## config.mk

```make
export PLATFORM = sky130hd
export DESIGN_NAME = preemptive_priority_scheduler_core
export DESIGN_NICKNAME = d
export VERILOG_FILES = /design/src/design/ppsc_pkg.sv /design/src/design/ppsc_task_mem.sv /design/src/design/ppsc_pick.sv /design/src/design/preemptive_priority_scheduler_core.sv
export VERILOG_INCLUDE_DIRS = /design/src /design/src/design
export SDC_FILE = /design/constraint.sdc
export NUM_CORES = 1
export LEC_CHECK = 0
export BUFFER_PORTS_ARGS = -buffer_cell sky130_fd_sc_hd__buf_2
export CELL_PAD_IN_SITES_DETAIL_PLACEMENT = 1
export CELL_PAD_IN_SITES_GLOBAL_PLACEMENT = 2
export CORE_UTILIZATION = 50
export CTS_CLUSTER_DIAMETER = 100
export DETAILED_ROUTE_END_ITERATION = 7
export PLACE_DENSITY = 0.84
export SLEW_MARGIN = 15
export SYNTH_ARGS = -nofsm -noshare
export SYNTH_HDL_FRONTEND = slang
export SYNTH_SLANG_ARGS = --single-unit
```

## constraint.sdc

```tcl
create_clock -name clk_i -period 21.6 [get_ports clk_i]
set_input_delay 3.24 -clock clk_i [delete_from_list [all_inputs] [get_ports clk_i]]
set_output_delay 3.24 -clock clk_i [all_outputs]
set_load 0.02 [all_outputs]
```

## src/design/preemptive_priority_scheduler_core_assert.svh

```systemverilog
// Assertion macros for the preemptive priority scheduler core.
// Needs clk_i and rst_ni in the scope of the including module.
`ifndef PREEMPTIVE_PRIORITY_SCHEDULER_CORE_ASSERT_SVH
`define PREEMPTIVE_PRIORITY_SCHEDULER_CORE_ASSERT_SVH

// Consequent must hold in the same cycle as the antecedent.
`define PPSC_ASSERT_SAME(lbl, ante, cons, msg) \
  lbl: assert property (@(posedge clk_i) disable iff (!rst_ni) (ante) |-> (cons)) \
    else $error(msg);

// Consequent must hold in the cycle after the antecedent.
`define PPSC_ASSERT_NEXT(lbl, ante, cons, msg) \
  lbl: assert property (@(posedge clk_i) disable iff (!rst_ni) (ante) |=> (cons)) \
    else $error(msg);

`endif

```

## src/design/ppsc_pkg.sv

```systemverilog
// Shared types and constants of the preemptive priority scheduler.
// No dependencies; imported by every module of the block.
package ppsc_pkg;

  localparam int DEF_MAX_TASKS  = 16;
  localparam int DEF_TICK_WIDTH = 20;

  localparam int SLOT_W  = 4;
  localparam int ARR_W   = 16;
  localparam int BURST_W = 16;
  localparam int PRIO_W  = 8;
  localparam int OUT_W   = 20;
  localparam int CFG_W   = 5;

  localparam logic [CFG_W-1:0] ENTRIES_RST = 5'd16;
  localparam logic [CFG_W-1:0] DONE_MAX    = 5'd31;

  localparam logic OP_LOAD = 1'b0;
  localparam logic OP_TICK = 1'b1;

  typedef struct packed {
    logic [ARR_W-1:0]   arrival;
    logic [BURST_W-1:0] burst;
    logic [BURST_W-1:0] remaining;
    logic [PRIO_W-1:0]  prio;
  } task_entry_t;

  typedef struct packed {
    logic clear;     // start of a new tick: forget the previous winner
    logic cand_vld;  // memory read data holds a candidate this cycle
  } pick_ctrl_t;

  typedef enum logic [3:0] {
    ST_IDLE   = 4'b0001,
    ST_SCAN   = 4'b0010,
    ST_CALC   = 4'b0100,
    ST_UPDATE = 4'b1000
  } sched_state_e;

endpackage

```

## src/design/ppsc_task_mem.sv

```systemverilog
// Task table: single-port synchronous memory with a registered read.
// Depends on ppsc_pkg for the entry type.
module ppsc_task_mem import ppsc_pkg::*; #(
  parameter int DEPTH = DEF_MAX_TASKS,
  parameter int AW    = $clog2(DEPTH)
) (
  input  logic          clk_i,
  input  logic          we_i,
  input  logic [AW-1:0] addr_i,
  input  task_entry_t   wdata_i,
  output task_entry_t   rdata_o
);

  task_entry_t mem_q [DEPTH];
  task_entry_t rdata_q;

  always_ff @(posedge clk_i) begin
    if (we_i) begin
      mem_q[addr_i] <= wdata_i;
    end
    rdata_q <= mem_q[addr_i];
  end

  assign rdata_o = rdata_q;

endmodule

```

## src/design/ppsc_pick.sv

```systemverilog
// Running winner selection over the entries streamed out of the task table.
// Depends on ppsc_pkg for the entry and control types.
module ppsc_pick import ppsc_pkg::*; #(
  parameter int MAX_TASKS = DEF_MAX_TASKS,
  parameter int TICK_W    = DEF_TICK_WIDTH
) (
  input  logic                           clk_i,
  input  logic                           rst_ni,
  input  pick_ctrl_t                     ctrl_i,
  input  logic [$clog2(MAX_TASKS)-1:0]   cand_slot_i,
  input  task_entry_t                    cand_i,
  input  logic [TICK_W-1:0]              tick_i,
  output logic                           found_o,
  output logic [$clog2(MAX_TASKS)-1:0]   best_slot_o,
  output task_entry_t                    best_o
);

  localparam int IW = $clog2(MAX_TASKS);
  localparam int CW = (TICK_W > ARR_W) ? TICK_W : ARR_W;

  logic          found_q;
  logic [IW-1:0] best_slot_q;
  task_entry_t   best_q;
  logic          eligible;
  logic          better;
  logic          take;

  // Arrived and still has work.
  assign eligible = (CW'(cand_i.arrival) <= CW'(tick_i)) && (cand_i.remaining != '0);

  // Strictly better only: equal priority and arrival keeps the lower slot.
  assign better = !found_q ||
                  (cand_i.prio < best_q.prio) ||
                  ((cand_i.prio == best_q.prio) && (cand_i.arrival < best_q.arrival));

  assign take = ctrl_i.cand_vld && !ctrl_i.clear && eligible && better;

  always_ff @(posedge clk_i or negedge rst_ni) begin
    if (!rst_ni) begin
      found_q <= 1'b0;
    end else if (ctrl_i.clear) begin
      found_q <= 1'b0;
    end else if (take) begin
      found_q <= 1'b1;
    end
  end

  always_ff @(posedge clk_i) begin
    if (take) begin
      best_q      <= cand_i;
      best_slot_q <= cand_slot_i;
    end
  end

  assign found_o     = found_q;
  assign best_slot_o = best_slot_q;
  assign best_o      = best_q;

endmodule

```

## src/design/preemptive_priority_scheduler_core.sv

```systemverilog
// Preemptive priority scheduler core: FSM, time keeping and result beats.
// Depends on ppsc_pkg, ppsc_task_mem, ppsc_pick and the assertion header.
//
// A load (op 0) writes one task slot in the cycle it is accepted; a tick
// (op 1) streams the slots in use out of the task table one per cycle,
// keeps the most urgent ready one (smallest priority number, then earlier
// arrival, then lower slot), decrements its remaining work, writes it back
// and advances time. busy stays high on a tick through the scan, the
// turnaround subtract and the write back, and is never raised by a load.
// The single read port of the task table delivers one entry per cycle,
// the read is registered, and the subtract and write back follow the scan.
// Every accepted item gives exactly one result beat, on the cycle after
// the load or after the write back, marked by result_valid_o for one
// cycle; the receiver cannot stall, so sample it when it shows. The table
// is not cleared at reset: only slots that were loaded may take part.
// entries_in_use is written through cfg_we_i/cfg_wdata_i; the user must
// write it only while idle, as the block itself does not enforce this.
`include "preemptive_priority_scheduler_core_assert.svh"

module preemptive_priority_scheduler_core import ppsc_pkg::*; #(
  parameter int MAX_TASKS  = DEF_MAX_TASKS,
  parameter int TICK_WIDTH = DEF_TICK_WIDTH
) (
  input  logic                clk_i,
  input  logic                rst_ni,
  input  logic                start,
  output logic                busy,
  input  logic                op_i,
  input  logic [SLOT_W-1:0]   slot_i,
  input  logic [ARR_W-1:0]    arrival_i,
  input  logic [BURST_W-1:0]  burst_i,
  input  logic [PRIO_W-1:0]   prio_level_i,
  input  logic                cfg_we_i,
  input  logic [CFG_W-1:0]    cfg_wdata_i,
  output logic                result_valid_o,
  output logic                ran_valid_o,
  output logic [SLOT_W-1:0]   ran_slot_o,
  output logic                finished_o,
  output logic [OUT_W-1:0]    finish_tick_o,
  output logic [OUT_W-1:0]    turnaround_o,
  output logic [OUT_W-1:0]    wait_ticks_o,
  output logic                all_done_o
);

  localparam int IW  = $clog2(MAX_TASKS);
  localparam int CNW = $clog2(MAX_TASKS + 1);
  localparam int NW  = (CNW > CFG_W) ? CNW : CFG_W;
  localparam int W   = (TICK_WIDTH > OUT_W) ? TICK_WIDTH : OUT_W;
  localparam int SW  = (IW > SLOT_W) ? IW : SLOT_W;
  localparam logic [TICK_WIDTH-1:0] TICK_MAX = {TICK_WIDTH{1'b1}};

  // Control state
  sched_state_e            state_q, state_d;
  logic [NW-1:0]           ptr_q, ptr_d;
  logic                    rd_vld_q, rd_vld_d;
  logic [TICK_WIDTH-1:0]   tick_q, tick_d;
  logic [TICK_WIDTH-1:0]   tick_inc_q, tick_inc_d;   // saturated tick + 1
  logic [CFG_W-1:0]        done_cnt_q, done_cnt_d;
  logic [CFG_W-1:0]        cfg_q;
  logic                    result_valid_q;

  // Payload registers
  logic [IW-1:0]           rd_slot_q;
  logic [W-1:0]            ta_q, ta_d;
  logic                    ran_valid_q, ran_valid_d;
  logic [SLOT_W-1:0]       ran_slot_q, ran_slot_d;
  logic                    finished_q, finished_d;
  logic [OUT_W-1:0]        finish_tick_q, finish_tick_d;
  logic [OUT_W-1:0]        turnaround_q, turnaround_d;
  logic [OUT_W-1:0]        wait_ticks_q, wait_ticks_d;
  logic                    all_done_q, all_done_d;

  logic                    accept;
  logic                    load_acc;
  logic                    tick_acc;
  logic                    slot_ok;
  logic [SW-1:0]           slot_ext;
  logic [NW-1:0]           n_act;
  logic                    issue;

  logic                    mem_we;
  logic [IW-1:0]           mem_addr;
  task_entry_t             mem_wdata;
  task_entry_t             mem_rdata;

  pick_ctrl_t              pick_ctrl;
  logic                    found;
  logic [IW-1:0]           best_slot;
  task_entry_t             best;
  logic [SW-1:0]           best_slot_ext;

  logic                    fin;
  logic [W-1:0]            ft_w;
  logic [W-1:0]            burst_w;
  logic [W-1:0]            wt_w;
  logic [CFG_W-1:0]        done_next;

  assign busy     = (state_q != ST_IDLE);
  assign accept   = start && !busy;
  assign load_acc = accept && (op_i == OP_LOAD);
  assign tick_acc = accept && (op_i == OP_TICK);

  // Drop loads aimed beyond the table.
  assign slot_ext = SW'(slot_i);
  assign slot_ok  = (32'(slot_i) < MAX_TASKS);

  // Slots in use, clipped to the table depth.
  assign n_act = (32'(cfg_q) > MAX_TASKS) ? NW'(MAX_TASKS) : NW'(cfg_q);

  assign issue = (state_q == ST_SCAN) && (ptr_q < n_act);

  // ---------------------------------------------------------------------
  // Task table port: load writes in idle, scan reads, update writes back.
  // Only one of these is ever live, so no forwarding is needed.
  // ---------------------------------------------------------------------
  always_comb begin
    mem_we    = 1'b0;
    mem_addr  = ptr_q[IW-1:0];
    mem_wdata = best;
    mem_wdata.remaining = best.remaining - BURST_W'(1);
    unique case (state_q) inside
      ST_IDLE: begin
        mem_addr            = slot_ext[IW-1:0];
        mem_we              = load_acc && slot_ok;
        mem_wdata.arrival   = arrival_i;
        mem_wdata.burst     = burst_i;
        mem_wdata.remaining = burst_i;
        mem_wdata.prio      = prio_level_i;
      end
      ST_UPDATE: begin
        mem_addr = best_slot;
        mem_we   = found;
      end
      ST_SCAN, ST_CALC: begin
        mem_addr = ptr_q[IW-1:0];
      end
      default: begin
        mem_we = 1'b0;
      end
    endcase
  end

  ppsc_task_mem #(
    .DEPTH (MAX_TASKS),
    .AW    (IW)
  ) u_task_mem (
    .clk_i   (clk_i),
    .we_i    (mem_we),
    .addr_i  (mem_addr),
    .wdata_i (mem_wdata),
    .rdata_o (mem_rdata)
  );

  assign pick_ctrl.clear    = tick_acc;
  assign pick_ctrl.cand_vld = rd_vld_q;

  ppsc_pick #(
    .MAX_TASKS (MAX_TASKS),
    .TICK_W    (TICK_WIDTH)
  ) u_pick (
    .clk_i       (clk_i),
    .rst_ni      (rst_ni),
    .ctrl_i      (pick_ctrl),
    .cand_slot_i (rd_slot_q),
    .cand_i      (mem_rdata),
    .tick_i      (tick_q),
    .found_o     (found),
    .best_slot_o (best_slot),
    .best_o      (best)
  );

  // ---------------------------------------------------------------------
  // Completion bookkeeping for the winner.
  // ---------------------------------------------------------------------
  assign best_slot_ext = SW'(best_slot);
  assign fin           = found && (best.remaining == BURST_W'(1));
  assign ft_w          = W'(tick_inc_q);
  assign burst_w       = W'(best.burst);
  // Clamp a negative wait to zero.
  assign wt_w          = (ta_q >= burst_w) ? (ta_q - burst_w) : '0;
  assign done_next     = (fin && (done_cnt_q < DONE_MAX)) ? (done_cnt_q + CFG_W'(1))
                                                          : done_cnt_q;

  // ---------------------------------------------------------------------
  // Sequencer
  // ---------------------------------------------------------------------
  always_comb begin
    state_d       = state_q;
    ptr_d         = ptr_q;
    rd_vld_d      = 1'b0;
    tick_d        = tick_q;
    tick_inc_d    = tick_inc_q;
    done_cnt_d    = done_cnt_q;
    ta_d          = ta_q;
    ran_valid_d   = 1'b0;
    ran_slot_d    = '0;
    finished_d    = 1'b0;
    finish_tick_d = '0;
    turnaround_d  = '0;
    wait_ticks_d  = '0;
    all_done_d    = (NW'(done_cnt_q) >= n_act);
    unique case (state_q)
      ST_IDLE: begin
        if (tick_acc) begin
          state_d = ST_SCAN;
          ptr_d   = '0;
        end
      end
      ST_SCAN: begin
        // Issue one read per cycle; leave once the last read data was seen.
        if (issue) begin
          ptr_d    = ptr_q + NW'(1);
          rd_vld_d = 1'b1;
        end else begin
          state_d = ST_CALC;
        end
      end
      ST_CALC: begin
        ta_d    = ft_w - W'(best.arrival);
        state_d = ST_UPDATE;
      end
      ST_UPDATE: begin
        state_d     = ST_IDLE;
        ran_valid_d = found;
        ran_slot_d  = found ? best_slot_ext[SLOT_W-1:0] : '0;
        finished_d  = fin;
        if (fin) begin
          finish_tick_d = ft_w[OUT_W-1:0];
          turnaround_d  = ta_q[OUT_W-1:0];
          wait_ticks_d  = wt_w[OUT_W-1:0];
        end
        done_cnt_d = done_next;
        all_done_d = (NW'(done_next) >= n_act);
        // Advance time, holding at the top.
        tick_d     = tick_inc_q;
        tick_inc_d = (tick_inc_q == TICK_MAX) ? TICK_MAX
                                              : (tick_inc_q + TICK_WIDTH'(1));
      end
      default: begin
        state_d = ST_IDLE;
      end
    endcase
  end

  always_ff @(posedge clk_i or negedge rst_ni) begin
    if (!rst_ni) begin
      state_q        <= ST_IDLE;
      ptr_q          <= '0;
      rd_vld_q       <= 1'b0;
      tick_q         <= '0;
      tick_inc_q     <= TICK_WIDTH'(1);
      done_cnt_q     <= '0;
      cfg_q          <= ENTRIES_RST;
      result_valid_q <= 1'b0;
    end else begin
      state_q        <= state_d;
      ptr_q          <= ptr_d;
      rd_vld_q       <= rd_vld_d;
      tick_q         <= tick_d;
      tick_inc_q     <= tick_inc_d;
      done_cnt_q     <= done_cnt_d;
      result_valid_q <= load_acc || (state_q == ST_UPDATE);
      if (cfg_we_i) begin
        cfg_q <= cfg_wdata_i;
      end
    end
  end

  always_ff @(posedge clk_i) begin
    rd_slot_q     <= ptr_q[IW-1:0];
    ta_q          <= ta_d;
    ran_valid_q   <= ran_valid_d;
    ran_slot_q    <= ran_slot_d;
    finished_q    <= finished_d;
    finish_tick_q <= finish_tick_d;
    turnaround_q  <= turnaround_d;
    wait_ticks_q  <= wait_ticks_d;
    all_done_q    <= all_done_d;
  end

  assign result_valid_o = result_valid_q;
  assign ran_valid_o    = ran_valid_q;
  assign ran_slot_o     = ran_slot_q;
  assign finished_o     = finished_q;
  assign finish_tick_o  = finish_tick_q;
  assign turnaround_o   = turnaround_q;
  assign wait_ticks_o   = wait_ticks_q;
  assign all_done_o     = all_done_q;

  // ---------------------------------------------------------------------
  // Assertions
  // ---------------------------------------------------------------------
  `PPSC_ASSERT_NEXT(a_update_beat, state_q == ST_UPDATE, result_valid_o, "tick gave no beat")
  `PPSC_ASSERT_SAME(a_no_write_in_scan, state_q == ST_SCAN, !mem_we, "table write during scan")
  `PPSC_ASSERT_SAME(a_done_only_on_update, done_cnt_q != $past(done_cnt_q), $past(state_q == ST_UPDATE), "done count moved outside update")

endmodule

```

### Word level (Yosys, flattened, before mapping)

Memory sizes are Yosys's and may differ from the RTL's. A register that Yosys moved wholly into a read port is not among the register bits.
Index checks and enable logic that the tools add are counted.

* memories: 1
* bits in writable memories: 896
* logic and storage cells: 95
* register bits after elaboration: 213
* input bits: 54

* mux-type cells: 19
* reductions and logical operators: 25
* equality and inequality tests: 11
* add/sub/neg operators: 6
* bitwise logic cells: 1
* order comparisons: 9

Memories
* u_task_mem.mem_q: depth 16, width 56, rd ports 1, clocked after Yosys merged registers in 1, write ports 1, RTL line ppsc_task_mem.sv:14 `task_entry_t mem_q [DEPTH];`

Operators with widths (count)
* $mux 56: 1
* $sub 20x16->20: 2
* $add 20x1->20 const B: 1
* $eq 20x20->1 const B: 1
* $ge 20x16->1: 1
* $le 16x20->1: 1
* $mux 20: 1
* $mux 5: 4
* $eq 16x1->1 const B: 1
* $lt 16x16->1: 1
* $reduce_bool 16->1: 1
* $sub 16x1->16 const B: 1
* $pmux 4 s3: 1
* $logic_and 1x1->1: 11
* $add 5x1->5 const B: 2
* $ge 5x5->1: 2
* $pmux 5 s2: 1
* $eq 8x8->1: 1
* $lt 8x8->1: 1
* $mux 4: 2
* $pmux 4 s2: 1
* $mux 1: 7
* $ne 2x2->1 const B: 3
* $reduce_and 2->1: 3
* other kinds (14): 20

### Logic depth before layout (Yosys ltp)

Gate-level depths: netlist (run 1).

* depth after elaboration: 10
* mapped depth: 13
* depth with buffers taken out: 13

### By module

Synthesis (run 1) repeated with hierarchy kept, for this count alone.

* cell total of the unflattened synthesis: 2615
* area, all modules: 45954.1 um2

By module, submodules not included
* ppsc_task_mem: sequential area each 28026.9 um2, area an instance 34650.7 um2, cells an instance 1447, times used 1
* preemptive_priority_scheduler_core: sequential area each 3552.2 um2, area an instance 8348.0 um2, cells an instance 956, times used 1
* ppsc_pick: sequential area each 1826.8 um2, area an instance 2955.3 um2, cells an instance 212, times used 1

### Worst setup path after synthesis (run 1)

OpenSTA, ideal clock, no wires.

* path kind: input to register
* start: in slot_i[1]
* end: mem u_task_mem.mem_q[13][0] in the netlist's numbering (enable)
* data required time: 20.992 ns
* stages: 6
* library setup time: 0.608 ns
* arrival: 9.554 ns
* buffers on the path: 3
* setup slack: 11.438 ns
* path through: a22oi_1 -> o21ai_1 -> buf_2 -> buf_2 -> buf_2 -> nor4_1

* longest elaborated chain between the ends: 1

RTL lines
* start: declaration: RTL line preemptive_priority_scheduler_core.sv:29 `input logic [SLOT_W-1:0] slot_i,`
* $pmux 4 s2: RTL line preemptive_priority_scheduler_core.sv:121 `unique case (state_q) inside`
* end: declaration: RTL line ppsc_task_mem.sv:14

No other way between the ends.

### Worst setup path after layout (run 1)

* start: in slot_i[0]
* end: reg, netlist name u_task_mem.rdata_o[19]

* longest elaborated chain between the ends: 1

RTL lines (RTL line)
* $pmux 4 s2: preemptive_priority_scheduler_core.sv:121

No other way between the ends.
A chain may end at the register's enable or synchronous reset.

==> results.json, run 1 <==
{
  "fmaxAchievable_ghz": 0.130,
  "synthMuxAreaShare": 0.0994,
  "crit_chain": "buf_2 -> a22oi_1 -> nor2_1 -> a21oi_4 -> buf_4 -> buf_4 -> buf_4 -> buf_4 -> mux2i_1 -> o22ai_1 -> or4_1",
  "grt_max_degree": 136,
  "design_area_um2": 52300,
  "gp_congestion": 0.821,
  "synth_commonest_cells": "976 x edfxtp_1, 449 x mux2i_1, 225 x o22ai_1, 133 x nand2_1, 127 x dfxtp_1",
  "synth-compound-area-share": 0.0625,
  "ir_worst_vdd_mv": 0.0661,
  "slowest_stage": "buf_4",
  "cts_setup_buffers": 0,
  "area_growth_pct": 14.0,
  "hpwl_um": 72500,
  "tns_ps": 0,
  "slew_viol_final": 0,
  "yosys.area.top_type_share": 0.639,
  "cts.sinks": 1165,
  "die_area_um2": 93000,
  "crit_required_ps": 22160,
  "initial_core_util": 0.507,
  "crit_path_start_kind": "input port",
  "synth.largest_area_cell": "edfxtp_1",
  "cts_max_level": 3,
  "ant_nets": 0,
  "hold_slack_ps": 382,
  "outcome": "finished clean",
  "period_minus_slack_ps": 7680,
  "drtIter0Drc": 2542,
  "ios": 123,
  "pwr-share-comb": 0.135,
  "yosysWarnings": 0,
  "wl_per_cell_um": 29.5,
  "synthTopCellsByArea": "edfxtp_1 64%, mux2i_1 9.8%, dfxtp_1 5.5%",
  "fin_skew_ps": 27.5,
  "seq_area_frac_synth": 0.728,
  "end_kind": "flop",
  "worst_pin_slew_ps": 1310,
  "synth_top_family_by_area": "multiplexers",
  "cts_max_path_buffers": 3,
  "synthArstFlopShare": 0.0532,
  "synth_edf_count": 976,
  "switchingPower_mw": 1.41,
  "rsz0062_at_grt": "no",
  "vias": 27167,
  "rows": 110,
  "grt_overflow": 0,
  "fin_crit_sh": 0.355,
  "p_int_mw": 4.10,
  "clk_pin_slew_ps": 60,
  "finalHoldViolCount": 0,
  "yosysMostFrequentCell": "edfxtp_1",
  "synth_fa_ha_area_frac": 0.0254,
  "ys.flop_type": "edfxtp_1",
  "cts_inserted_buffers": 115,
  "grtUsageTotal": 0.279,
  "cp.arrival_ps": 8240,
  "ys_ff_latch": 1165,
  "relSlewSlack": 0.125,
  "hold_path.class": "flop to flop",
  "seqPwrFrac": 0.488,
  "drv_cap": 0,
  "critical_path_class": "input port to flop",
  "synth-simple-area-share": 0.0540,
  "drc": 0,
  "ys_types": 66,
  "synthesis.nets": 3076,
  "coreArea_um2": 90400,
  "final_nets": 3273,
  "layout-drive-gt1-share": 0.141,
  "drt-total-wl_um": 130000,
  "via_per_inst": 6.16,
  "p_clk_frac": 0.376,
  "critPathMaxStageDelay_ps": 940,
  "die_h_um": 305,
  "swShare": 0.256,
  "p_leak_nw": 19.9,
  "clkLatencyLatePin_ps": 700,
  "io_buffers": 122,
  "grt_pass1_wl_um": 190000,
  "grt_pass1_vias": 29146,
  "cts_resized": 0,
  "path_max_fanout": 60,
  "place_ws_ps": 13250,
  "critPathMostFrequentCell": "buf_4",
  "setup_slack_ps": 13920,
  "place_area_um2": 48200,
  "cts_root_buf": "clkbuf_16",
  "antenna_found_initial": 2,
  "cts_hold_buf": 0,
  "drt-pass1-iter-count": 5,
  "finalSetupViolCount": 0,
  "synthCells": 2930,
  "cts_tree": "done",
  "postSynthAreaPerCell_um2": 15.7,
  "synth-xor-area-share": 0.0115,
  "fp.dieW_um": 305,
  "synth_area_um2": 45900,
  "fin_util": 0.578,
  "p_per_area_nw_per_um2": 105
}
-- final timing paths --
kind	start	to	slack (ps)	cells past startpoint
setup / recovery	slot_i[0]	u_task_mem.rdata_o[19]$_DFF_P_	13920	11
hold / removal	u_task_mem.rdata_o[36]$_DFF_P_	u_pick.best_o[36]$_DFFE_PP_	380	0
setup reg to reg	state_q[0]$_DFFE_PN1P_	u_task_mem.rdata_o[19]$_DFF_P_	15490	10
hold reg to reg	u_task_mem.rdata_o[36]$_DFF_P_	u_pick.best_o[36]$_DFFE_PP_	380	0
max in group asynchronous	rst_ni	tick_q[10]$_DFFE_PN0P_	18310	2
min in group asynchronous	rst_ni	done_cnt_q[2]$_DFFE_PN0P_	2700	2
-- cells by family after synthesis --
family | count (synthesis)
XOR/XNOR | 60
buffers and inverters | 215
adder cells (fa/ha/maj) | 92
flip-flops | 1165
AND/OR/NAND/NOR | 470
multiplexers | 455
AO/OA/AOI/OAI | 473
-- routing by layer --
layer	up-vias	wire (µm)	track usage
met1	14168	52200	0.357
met4	0	3880	0.0948
met2	986	65700	0.485
met3	229	8150	0.0407
met5	-	0	0
li1	11784	-	-
-- through the flow --
| step | total power, mW | instances |
|---|---|---|
| after floorplan | 3.18 | 2930 |
| after global placement | 3.41 | 4171 |
| after detailed placement | 3.46 | 4171 |
| after CTS | 5.53 | 4391 |
| after global routing | 5.67 | 4406 |
| final | 5.51 | 4407 |
-- worst max-delay path, delay by kind of cell --
family / cells / cell delay (ps)
buffers and inverters: 5 / 3400
AND/OR/NAND/NOR: 2 / 680
AO/OA/AOI/OAI: 3 / 440
multiplexers: 1 / 320
-- power by group through the flow --
stage          combinational (mW)  sequential [mW]  clock (mW)
4_1_cts                     0.731             2.69        2.10
2_1_floorplan               0.472             2.71           0
6_report                    0.746             2.69        2.08
3_3_place_gp                0.681             2.73           0
5_1_grt                     0.794             2.70        2.18
3_5_place_dp                0.722             2.74           0
-- registers in the layout, summed over array words and instances (netlist names), 20 cells and up --
| name | cells |
|---|---|
| turnaround_o | 20 |
| u_task_mem.rdata_o | 56 |
| u_task_mem.mem_q | 896 |
| ft_w | 20 |
| finish_tick_o | 20 |
| wait_ticks_o | 20 |
| ta_q | 20 |
| u_pick.best_o | 56 |
| tick_q | 20 |
-- layout by cell type (no fill, tap or decap), types with 10 or more instances in the layout --
cell type,n
edfxtp_1,976
o21ai_1,28
a21o_1,14
buf_2,122
mux2i_1,449
xor2_1,22
xnor2_1,38
a21oi_1,63
clkbuf_1,24
and3_1,56
nand3_1,27
dfxtp_1,127
nor4_2,12
nor4_1,12
bufinv_16,13
or4_1,57
dfrtp_1,59
nor2b_1,17
nor3_1,16
clkinv_1,10
buf_4,93
clkbuf_8,15
inv_1,78
nor2_1,67
clkbuf_16,118
nand2_1,133
o22ai_1,225
o21ai_0,85
nand4_1,18
ha_1,90
clkinv_2,21
-- area by class of cell --
type	count	area [µm²]
diodes	1	2.50
clock buffers	161	3270
clock inverters	59	672
fillers	8289	38100
inverters	78	293
multi-input cells	1550	11800
flip-flops and latches	1165	33400
well taps	1176	1470
repair buffers	217	1350
Note: power is estimated with default switching activity, not from simulation.
==> run 2: changes to the inputs <==
Settings changed: ABC_AREA set to 1, CORE_UTILIZATION 50 to 37, PLACE_DENSITY 0.84 to 0.76.
Clock period 21.6 ns to 6.77 ns, I/O delays scaled along.
==> run 2 against run 1 <==
  * Area after synthesis grew 11%
  * Worst hold slack gained 21 ps
  * Setup slack lost 12000 ps
==> results.json, run 2 <==
{
  "outcome": "finished clean",
  "via_per_inst": 5.08,
  "rrSetupSlack_ps": 2390,
  "cts_tree": "done",
  "critPathMaxStageDelay_ps": 950,
  "cts_root_buf": "clkbuf_16",
  "hold_depth": 0,
  "hpwl_um": 90900,
  "clk_pin_slew_ps": 60,
  "ys.flop_type": "edfxtp_1",
  "place_ws_ps": 2200,
  "worst_pin_slew_ps": 1140,
  "cp_top_family": "simple AND/OR/NAND/NOR gates",
  "synthCells": 5123,
  "mostFrequentLayoutCell": "nand2_1",
  "rows": 135,
  "die_h_um": 372,
  "drc": 0,
  "cts_setup_buffers": 0,
  "ios": 123,
  "p_leak_nw": 24.7,
  "largest_reg_flops": 896,
  "ys_ff_latch": 1165,
  "path_max_fanout": 89,
  "ir_worst_vdd_mv": 0.390,
  "hold_path.class": "flop to flop",
  "critical_path_class": "flop to flop",
  "grt_pass1_vias": 37333,
  "cts.sinks": 1165,
  "fin_util": 0.427,
  "yosys.area.top_type_share": 0.578,
  "area_growth_pct": 14.3,
  "grt_overflow": 0,
  "antenna_found_initial": 7,
  "grtUsageTotal": 0.231,
  "synth_edf_count": 976,
  "synthTopCellsByArea": "edfxtp_1 58%, nand2_1 17%, nand3_1 5.0%",
  "synth.largest_area_cell": "edfxtp_1",
  "synth_area_um2": 50700,
  "crit_required_ps": 7180,
  "gp_congestion": 0.866,
  "seq_area_frac_synth": 0.659,
  "vias": 36189,
  "most-common-layout-cells": "2249 x nand2_1, 976 x edfxtp_1, 510 x nand3_1",
  "r2r_cells": 9,
  "cts_resized": 0,
  "cp.arrival_ps": 4790,
  "drt-pass1-iter-count": 5,
  "drtIter0Drc": 2476,
  "coreArea_um2": 136000,
  "r2r-end": "u_task_mem.mem_q[10][13]$_DFFE_PP_",
  "tns_ps": 0,
  "io_buffers": 122,
  "seqPwrFrac": 0.402,
  "timing.rr.start": "state_q[1]$_DFFE_PN0P_",
  "rsz0062_at_grt": "no",
  "cts_inserted_buffers": 132,
  "initial_core_util": 0.374,
  "synth_commonest_cells": "2250 x nand2_1, 976 x edfxtp_1, 511 x nand3_1, 339 x inv_1, 166 x nor2_1",
  "cts_max_level": 4,
  "grt_max_degree": 193,
  "drv_cap": 0,
  "fin_skew_ps": 26.4,
  "fmaxAchievable_ghz": 0.228,
  "wl_per_cell_um": 22.2,
  "finalSetupViolCount": 0,
  "ant_nets": 0,
  "end_kind": "flop",
  "min_from": "u_task_mem.rdata_o[27]$_DFF_P_",
  "layout-drive-gt1-share": 0.0867,
  "swShare": 0.347,
  "switchingPower_mw": 7.96,
  "final_nets": 5376,
  "finalHoldViolCount": 0,
  "postSynthAreaPerCell_um2": 9.90,
  "slowest_stage": "nor2_4",
  "fp.dieW_um": 372,
  "p_int_mw": 15.0,
  "die_area_um2": 139000,
  "clkLatencyLatePin_ps": 760,
  "worst-path-buf-inv": 3,
  "pwr-share-comb": 0.278,
  "yosysMostFrequentCell": "nand2_1",
  "min_delay_worst_endpoint": "u_pick.best_o[27]$_DFFE_PP_",
  "yosysWarnings": 0,
  "ys_types": 43,
  "relSlewSlack": 0.240,
  "crit_chain": "nor2_1 -> nand2_2 -> buf_4 -> o22ai_2 -> inv_2 -> nand2_8 -> nand4_1 -> nor2_4 -> buf_12",
  "top_register": "u_task_mem.mem_q",
  "crit_path_start_kind": "flop",
  "drt-total-wl_um": 159000,
  "p_clk_frac": 0.320,
  "synthesis.nets": 5269,
  "cts_max_path_buffers": 3,
  "synthArstFlopShare": 0.0532,
  "period_minus_slack_ps": 4380,
  "p_per_area_nw_per_um2": 395,
  "slew_viol_final": 0,
  "grt_pass1_wl_um": 239000,
  "setup_slack_ps": 2390,
  "fin_crit_sh": 0.647,
  "cts_hold_buf": 0
}
## run 2: cell type report
type / instances / area [µm²]
clock buffer: 182 / 3760
sequential: 1165 / 33400
antenna: 5 / 12.5
timing repair buffer: 218 / 1530
clock inverter: 62 / 661
inverter: 347 / 1320
fill: 15037 / 77700
tap: 1781 / 2230
multi-input combinational: 3366 / 15000
## run 2: worst reg2reg max path: cells and delay by family, from the launching register on
family | cells | cell delay [ps]
simple gates | 5 | 2470
buf+inv | 3 | 810
flops | 1 | 390
compound gates | 1 | 300
## run 2: logic make-up (layout without fill, tap and decap cells)
| group | Yosys count | in the layout | share of synthesized area |
|---|---|---|---|
| XOR/XNOR | 40 | 40 | 0.00691 |
| multiplexers | 4 | 4 | 0.000864 |
| buffers and inverters | 592 | 809 | 0.0484 |
| flip-flops | 1165 | 1165 | 0.659 |
| other | 0 | 5 | 0 |
| adder cells (fa/ha/maj) | 92 | 92 | 0.0230 |
| AO/OA/AOI/OAI | 235 | 235 | 0.0246 |
| AND/OR/NAND/NOR | 2995 | 2995 | 0.237 |
## run 2: worst max path at each step
stage / from / end / slack, ps / cells after the start
2_1_floorplan: slot_i[0] / u_task_mem.mem_q[8][0]$_DFFE_PP_ / 1910 / 7
3_3_place_gp: slot_i[0] / u_task_mem.mem_q[7][25]$_DFFE_PP_ / 2220 / 8
3_5_place_dp: slot_i[0] / u_task_mem.mem_q[7][37]$_DFFE_PP_ / 2200 / 8
4_1_cts: state_q[1]$_DFFE_PN0P_ / u_task_mem.mem_q[10][13]$_DFFE_PP_ / 2260 / 9
5_1_grt: state_q[1]$_DFFE_PN0P_ / u_task_mem.mem_q[10][13]$_DFFE_PP_ / 2140 / 9
6_report: state_q[1]$_DFFE_PN0P_ / u_task_mem.mem_q[10][13]$_DFFE_PP_ / 2390 / 9
## run 2: per-layer routing
metal	GRT usage	wire [µm]
met5	0	13
met4	0.0601	3400
met3	0.0329	6860
met2	0.394	78000
met1	0.306	70300
## run 2: metrics by stage
step | power, mW | instance area (µm²) | instances | hold slack, ps
2_1_floorplan | 13.4 | 50700 | 5123 | 386
3_3_place_gp | 15.6 | 53500 | 6876 | 387
3_5_place_dp | 15.8 | 53500 | 6877 | 390
4_1_cts | 23.2 | 57900 | 7121 | 401
5_1_grt | 24.1 | 58000 | 7122 | 409
6_report | 22.9 | 58000 | 7126 | 403
## run 2: power by group through the flow
stage | registers [mW] | clock network, mW | logic (mW)
floorplan | 9.28 | 0 | 4.09
global placement | 9.35 | 0 | 6.29
detailed placement | 9.36 | 0 | 6.41
CTS | 9.21 | 7.50 | 6.45
global route | 9.24 | 7.74 | 7.16
finish | 9.20 | 7.33 | 6.37
==> run 3: changes to the inputs <==
Settings changed: CORE_UTILIZATION 37 to 41, PLACE_DENSITY 0.76 to 0.79.
Clock period 6.77 ns to 4.3 ns, I/O delays scaled along.
==> run 3 against run 2 <==
  * Global-route usage rose by 2.0 points
  * Combinational power up 59%
  * Cell count decreased by 2.0%
  * Cell area decreased by 0.26%
  * Count of clock-buffer cells in the layout is 2 lower
  * Non-clock buffer count up 21
  * Sequential share of layout area up 0.15 points
  * Clock power grew 54%
  * Critical path type unchanged
  * Critical endpoint is now u_task_mem.mem_q[11][27]$_DFFE_PP_
  * Largest cell class unchanged
==> results.json, run 3 (same netlist as run 2, synthesis figures left out) <==
{
  "drt-pass1-iter-count": 5,
  "crit_required_ps": 4680,
  "clkLatencyLatePin_ps": 760,
  "via_per_inst": 5.25,
  "grt_pass1_vias": 37431,
  "fp.dieW_um": 354,
  "slew_viol_final": 0,
  "grtUsageTotal": 0.251,
  "critPathMaxStageDelay_ps": 810,
  "layout-drive-gt1-share": 0.0901,
  "crit_chain": "nor2_1 -> nand2_2 -> nand2_1 -> nor2_1 -> inv_2 -> nand2_8 -> nand3_1 -> buf_4 -> nor2_4 -> buf_4",
  "fin_cells": 6985,
  "drtIter0Drc": 2597,
  "final_nets": 5396,
  "fin_skew_ps": 23.7,
  "fin_util": 0.473,
  "cts_tree": "done",
  "place_ws_ps": 524,
  "wl_per_cell_um": 22.5,
  "hold_slack_ps": 79.7,
  "cts_max_level": 4,
  "p_per_area_nw_per_um2": 622,
  "antenna_found_initial": 3,
  "clk_pin_slew_ps": 60,
  "cts_resized": 0,
  "grt_pass1_wl_um": 236000,
  "most-common-layout-cells": "2249 x nand2_1, 976 x edfxtp_1, 510 x nand3_1",
  "die_area_um2": 125000,
  "cts_root_buf": "clkbuf_16",
  "cp.arrival_ps": 4140,
  "finalSetupViolCount": 0,
  "mostFrequentLayoutCell": "nand2_1",
  "drv_cap": 0,
  "fmaxAchievable_ghz": 0.266,
  "end_kind": "flop",
  "gp_congestion": 0.867,
  "grt_overflow": 0,
  "hpwl_um": 88300,
  "drt-total-wl_um": 157000,
  "slowest_stage": "buf_4",
  "vias": 36645,
  "coreArea_um2": 122000,
  "drc": 0,
  "fin_crit_sh": 0.874,
  "p_leak_nw": 24.8,
  "crit_path_start_kind": "flop",
  "ant_nets": 0,
  "cts_setup_buffers": 0,
  "cts_max_path_buffers": 3,
  "initial_core_util": 0.415,
  "cts.sinks": 1165,
  "path_max_fanout": 40,
  "die_h_um": 354,
  "largest_reg_flops": 896,
  "outcome": "finished clean",
  "dp_cells": 6742,
  "io_buffers": 122,
  "ios": 123,
  "worst-path-buf-inv": 3,
  "setup_slack_ps": 543,
  "ir_worst_vdd_mv": 0.499,
  "rows": 128,
  "top_register": "u_task_mem.mem_q",
  "worst_pin_slew_ps": 1160,
  "rsz0062_at_grt": "no",
  "critical_path_class": "flop to flop",
  "finalHoldViolCount": 0,
  "grt_max_degree": 163,
  "relSlewSlack": 0.227,
  "hold_path.class": "input port to async pin",
  "cts_hold_buf": 0,
  "area_growth_pct": 14.0,
  "period_minus_slack_ps": 3760,
  "cp_top_family": "simple AND/OR/NAND/NOR gates",
  "cts_inserted_buffers": 131
}
run 3: cell types whose count changed in the layout (fill, tap and decap cells not counted), moves of 4 or more:
cell,change
o21ai_0,+7
o21ai_2,-4
clkinv_8,+4
clkinv_2,+9
inv_6,-6
clkinv_1,-7
buf_4,+23
run 3: final cells by class:
type	count	area (µm²)
Fill cell	13516	64400
Sequential cell	1165	33400
Multi-Input combinational cell	3366	15000
Clock buffer	180	3690
Tap cell	1625	2030
Timing Repair Buffer	239	1660
Inverter	347	1310
Clock inverter	61	666
Antenna cell	2	5.00
run 3: power breakdown:
part           total (mW)  internal [mW]  switching (mW)
logic                10.1           2.61            7.51
clock network        11.3           6.70            4.64
registers            14.5           14.2           0.347
total                36.0           23.5            12.5
run 3: worst reg2reg max path, cell delays in order (launching register included):
cell	delay, ps
dfstp_2	560
nor2_1	80
nand2_2	170
nand2_1	120
nor2_1	280
inv_2	110
nand2_8	90
nand3_1	210
buf_4	250
nor2_4	640
buf_4	820
run 3: final timing paths:
check | from | end | slack, ps | cells after the start
worst max-delay path | state_q[0]$_DFFE_PN1P_ | u_task_mem.mem_q[11][27]$_DFFE_PP_ | 540 | 10
worst min-delay path | rst_ni | ft_w[1]$_DFFE_PN0P_ | 80 | 1
worst max register to register | state_q[0]$_DFFE_PN1P_ | u_task_mem.mem_q[11][27]$_DFFE_PP_ | 540 | 10
worst min register to register | u_task_mem.rdata_o[35]$_DFF_P_ | u_pick.best_o[35]$_DFFE_PP_ | 400 | 0
max in group asynchronous | rst_ni | ft_w[0]$_DFFE_PN1P_ | 3260 | 2
min in group clk_i | cfg_wdata_i[0] | cfg_q[0]$_DFFE_PN0P_ | 100 | 3
run 3: routing by layer:
layer / vias to the layer above / GRT usage / share of wire
met2: 771 / 0.422 / 0.49
met1: 18505 / 0.342 / 0.45
met5: - / 0 / 0
li1: 17154 / - / -
met3: 215 / 0.0322 / 0.040
met4: 0 / 0.0638 / 0.022
run 3: metrics by stage:
| stage | TNS, ps | power [mW] | instance area (µm²) |
|---|---|---|---|
| after floorplan | -104050 | 21.0 | 50700 |
| after global placement | 0 | 24.6 | 53500 |
| after detailed placement | 0 | 24.9 | 53500 |
| after CTS | 0 | 36.3 | 57800 |
| after global routing | 0 | 37.8 | 57800 |
| final | 0 | 36.0 | 57800 |
